**src/hw/rtl/fat12ct_pkg.sv**
```systemverilog
package fat12ct_pkg;

  // Default geometry of the table
  localparam int SECTOR_BYTES_DEF  = 512;
  localparam int TABLE_SECTORS_DEF = 9;

  // Entries are 12 bits, so the free search never passes this many clusters
  localparam int CLUSTER_LIMIT = 4096;
  // Bytes covered by all CLUSTER_LIMIT entries
  localparam int SCAN_SPAN     = (CLUSTER_LIMIT / 2) * 3;

  localparam logic [11:0] END_OF_CHAIN = 12'hFFF;

  // Request codes on in_req_type
  localparam logic [2:0] REQ_LOAD   = 3'd0;
  localparam logic [2:0] REQ_READ   = 3'd1;
  localparam logic [2:0] REQ_GET    = 3'd2;
  localparam logic [2:0] REQ_SET    = 3'd3;
  localparam logic [2:0] REQ_FIND   = 3'd4;
  localparam logic [2:0] REQ_APPEND = 3'd5;

  // Decoded operation carried through the request queue
  typedef enum logic [2:0] {
    OP_NOP,
    OP_LOAD,
    OP_READ,
    OP_GET,
    OP_SET,
    OP_FIND,
    OP_APPEND
  } op_t;

  typedef struct packed {
    op_t         op;
    logic [12:0] byte_addr;
    logic [7:0]  byte_data;
    logic [11:0] cluster;
    logic [11:0] link_value;
  } req_item_t;

  // Byte offset of a cluster's entry: 3*(c/2) for even, one more for odd
  function automatic logic [12:0] entry_pos(input logic [11:0] c);
    logic [12:0] half;
    half = {2'b00, c[11:1]};
    return (half << 1) + half + {12'd0, c[0]};
  endfunction

endpackage

```
**src/hw/rtl/fat12ct_front.sv**
```systemverilog
module fat12ct_front (
  input  logic                   clk,
  input  logic                   rst_n,
  input  logic                   start,
  output logic                   busy,
  input  logic [2:0]             in_req_type,
  input  logic [12:0]            in_byte_addr,
  input  logic [7:0]             in_byte_data,
  input  logic [11:0]            in_cluster,
  input  logic [11:0]            in_link_value,
  output logic                   q_valid,
  output fat12ct_pkg::req_item_t q_item,
  input  logic                   q_pop
);
  import fat12ct_pkg::*;

  localparam int QDEPTH = 2;
  localparam int PW     = $clog2(QDEPTH);
  localparam int CW     = $clog2(QDEPTH + 1);

  req_item_t         slot_r [QDEPTH];
  logic [PW-1:0]     wptr_r, wptr_nxt;
  logic [PW-1:0]     rptr_r, rptr_nxt;
  logic [CW-1:0]     cnt_r, cnt_nxt;
  req_item_t         item;
  logic              push;

  // Classify the request code
  always_comb begin
    item.byte_addr  = in_byte_addr;
    item.byte_data  = in_byte_data;
    item.cluster    = in_cluster;
    item.link_value = in_link_value;
    unique case (in_req_type)
      REQ_LOAD:   item.op = OP_LOAD;
      REQ_READ:   item.op = OP_READ;
      REQ_GET:    item.op = OP_GET;
      REQ_SET:    item.op = OP_SET;
      REQ_FIND:   item.op = OP_FIND;
      REQ_APPEND: item.op = OP_APPEND;
      default:    item.op = OP_NOP;
    endcase
  end

  assign busy    = (cnt_r == CW'(QDEPTH));
  assign push    = start && !busy;
  assign q_valid = (cnt_r != '0);
  assign q_item  = slot_r[rptr_r];

  // Advance pointers and fill count
  always_comb begin
    wptr_nxt = wptr_r;
    rptr_nxt = rptr_r;
    cnt_nxt  = cnt_r;
    if (push) begin
      wptr_nxt = (wptr_r == PW'(QDEPTH - 1)) ? '0 : wptr_r + PW'(1);
    end
    if (q_pop) begin
      rptr_nxt = (rptr_r == PW'(QDEPTH - 1)) ? '0 : rptr_r + PW'(1);
    end
    if (push && !q_pop) begin
      cnt_nxt = cnt_r + CW'(1);
    end else if (!push && q_pop) begin
      cnt_nxt = cnt_r - CW'(1);
    end
  end

  always_ff @(posedge clk) begin
    if (!rst_n) begin
      wptr_r <= '0;
      rptr_r <= '0;
      cnt_r  <= '0;
    end else begin
      wptr_r <= wptr_nxt;
      rptr_r <= rptr_nxt;
      cnt_r  <= cnt_nxt;
    end
  end

  // Hold queued requests
  always_ff @(posedge clk) begin
    if (push) begin
      slot_r[wptr_r] <= item;
    end
  end

endmodule

```
**config.mk**
```make
export PLATFORM = sky130hd
export DESIGN_NAME = fat12ct_front
export DESIGN_NICKNAME = d
export VERILOG_FILES = /design/src/hw/rtl/fat12ct_pkg.sv /design/src/hw/rtl/fat12ct_front.sv
export SDC_FILE = /design/constraint.sdc
export NUM_CORES = 1
export LEC_CHECK = 0
export BUFFER_PORTS_ARGS = -buffer_cell sky130_fd_sc_hd__buf_2
export CORE_MARGIN = 1.5
export CORE_UTILIZATION = 43
export DETAILED_ROUTE_END_ITERATION = 7
export GPL_ROUTABILITY_DRIVEN = 0
export PLACE_DENSITY_LB_ADDON = 0.15
export SETUP_SLACK_MARGIN = 0.02
export SLEW_MARGIN = 20
export SYNTH_ARGS = -nofsm -noshare
export SYNTH_HDL_FRONTEND = slang
export SYNTH_SLANG_ARGS = --single-unit
export TNS_END_PERCENT = 5
```
**constraint.sdc**
```tcl
create_clock -name clk -period 3.3 [get_ports clk]
set_clock_uncertainty 0.1 [all_clocks]
set_input_delay 0.66 -clock clk [delete_from_list [all_inputs] [get_ports clk]]
set_output_delay 0.66 -clock clk [all_outputs]
set_load 0.005 [all_outputs]
```
==> flow_metrics.tcl <==
set metrics [dict create \
    cts_resized 0 \
    globalRouteTotalUtil_pct 14.2 \
    ir_drop_mv 0.245 \
    num_io_pins 102 \
    async_flop_share_pct 0 \
    via_count 1956 \
    grt_pass1_vias 1940 \
    r2r_setup_slack_ps 1420 \
    start_util_pct 45.0 \
    syn-num-nets 232 \
    synthTopCellsByCount "edfxtp_1, mux2_2, dfxtp_1" \
    cp_slowest_stage_delay_ps 590 \
    clkSinkCount 101 \
    final_cells 399 \
    clk_latency_ps 340 \
    hold_class "input port to flip-flop" \
    cts_buffers 9 \
    crit_fanout 34 \
    ys_ff_latch 101 \
    fin_crit_ps 2490 \
    yosys_warnings 0 \
    crit_chain "buf_12, mux2_2, buf_2" \
    drt-initial-drc-count 63 \
    max_cap_viol_count 0 \
    fmax_ghz 0.401 \
    max_slew_margin_pct 57.7 \
    p_leak_nw 1.73 \
    layout-drive-gt1-share_pct 57.5 \
    die-width_um 96.2 \
    grt-ovfl-total 0 \
    rsz0062_at_grt "no" \
    critPathTopFamily "flip-flops" \
    syn_to_final_growth_pct 22.7 \
    dieArea_mm2 0.00925 \
    r2r_end "slot_r[1][45]" \
    cp_slowest_cell "dfxtp_2" \
    antenna_found_initial 0 \
    grt_max_degree 42 \
    clockBufferDepth 2 \
    wl_per_cell_um 15.9 \
    dp_cells 383 \
    place_area_mm2 0.00440 \
    root_buffer "clkbuf_8" \
    worst-endpoint-required_ps 2540 \
    final_cell_area_mm2 0.00458 \
    ant_nets 0 \
    yosysMostFrequentCell "edfxtp_1" \
    ys_seq_area_share_pct 79.9 \
    crit_arrival_ps 1730 \
    max_slew.worst_pin.slew_ps 635 \
    syn_area_mm2 0.00373 \
    dp_hpwl_um 4080 \
    slew_violations 0 \
    drcViolationCount 0 \
    reg2reg_depth 3 \
    rows 33 \
    synthCells 179 \
    endpoint "q_item[21]" \
    io_buffers 101 \
    ys.flop_type "edfxtp_1" \
    htreeDepth 3 \
    synth_area_per_cell_um2 20.9 \
    clk_pin_slew_ps 90 \
    nets 342 \
    synth_top_area_share_pct 77.2 \
    hold_violations 0 \
    critPathBufInv 2 \
    die_y_um 96.2 \
    setup_tns_ps 0 \
    synth_top_cell_by_area "edfxtp_1" \
    finalSetupViolations 0 \
    power_mw 2.71 \
    via_per_inst 4.90 \
    synth.area.top_cells "edfxtp_1, mux2_2, dfxtp_1, buf_6, mux2i_1" \
    cts_hold_buf 0 \
    n_antenna_cell 0 \
    core_region_area_mm2 0.00830 \
    worstSetupStartpointType "flip-flop" \
    first_pass_iters 4 \
    critPathKind "flip-flop to output pin" \
    r2r-start "cnt_r[0]" \
    cp.depth 3 \
    min_period_over_period_pct 75.6 \
    power.density_mw_per_mm2 592 \
    yosysUniqueCellTypes 26 \
    synth_edf_count 96 \
    drt_wl_total_um 6350 \
    outcome "finished clean" \
    endpoint_kind "output pin" \
    grt_pass1_wl_um 9390 \
    cts_tree "done" \
    cts_setup_buffers 0 \
]
-- worst min-delay path by stage --
| stage | start | slack (ps) | to | cells after the start |
|---|---|---|---|---|
| after floorplan | cnt_r[1] | 370 | cnt_r[1] | 2 |
| after global placement | cnt_r[1] | 390 | cnt_r[1] | 2 |
| after detailed placement | cnt_r[1] | 410 | cnt_r[1] | 2 |
| after CTS | in_byte_addr[7] | 370 | slot_r[0][39] | 1 |
| after global routing | in_cluster[11] | 370 | slot_r[1][23] | 1 |
| final | in_cluster[11] | 400 | slot_r[1][23] | 1 |
-- metal layers --
| metal | global-route usage, % | wire length (um) | vias to the layer above |
|---|---|---|---|
| met5 | 0 | 0 | - |
| met4 | 7.35 | 121 | 0 |
| met3 | 3.87 | 366 | 12 |
| met2 | 23.4 | 3130 | 61 |
| met1 | 17.2 | 2730 | 966 |
| li1 | - | - | 917 |
-- report_power, final --
part,switching [mW],leakage (nW),internal [mW]
combinational,0.192,0.697,0.204
clock,0.380,0.0907,0.346
sequential,0.0382,0.939,1.55
total,0.610,1.73,2.10
-- logic make-up (layout without fill, tap and decap cells) --
family / count (synthesis) / count (layout) / share of synthesized area, %
buffers and inverters: 8 / 123 / 1.37
AO/OA/AOI/OAI: 5 / 5 / 0.871
flip-flops: 101 / 101 / 79.9
AND/OR/NAND/NOR: 11 / 11 / 1.81
adder cells (fa/ha/maj): 1 / 1 / 0.335
multiplexers: 50 / 50 / 15.0
XOR/XNOR: 3 / 3 / 0.704
-- layout make-up --
class / instances / area, um2
Timing Repair Buffer: 104 / 566
Fill cell: 688 / 3720
Clock buffer: 11 / 131
Inverter: 3 / 11.3
Tap cell: 105 / 131
Multi-Input combinational cell: 70 / 707
Clock inverter: 5 / 51.3
Sequential cell: 101 / 2980
-- cells in the final DEF (no fill, tap or decap), types with 2 or more instances in the layout --
| cell | n |
|---|---|
| clkinv_2 | 2 |
| clkbuf_8 | 9 |
| nand2b_1 | 2 |
| dfxtp_1 | 4 |
| and2_1 | 3 |
| xor2_1 | 2 |
| buf_12 | 3 |
| inv_1 | 2 |
| mux2_2 | 47 |
| buf_2 | 101 |
| clkbuf_1 | 2 |
| edfxtp_1 | 96 |
| mux2i_1 | 2 |
-- per-stage QoR --
stage	setup slack [ps]	util, %	hold slack, ps
3_5_place_dp	1150	53.0	412
5_1_grt	689	55.2	368
4_1_cts	750	55.2	374
3_3_place_gp	1160	53.0	387
6_report	806	55.2	396
2_1_floorplan	112	-	366
-- sequential cells by signal (all words and copies together) (netlist names), named ones only --
| name | count |
|---|---|
| rptr_r | 1 |
| cnt_r | 2 |
| slot_r | 96 |
| wptr_r | 1 |
(Power assumes the default switching activity.)
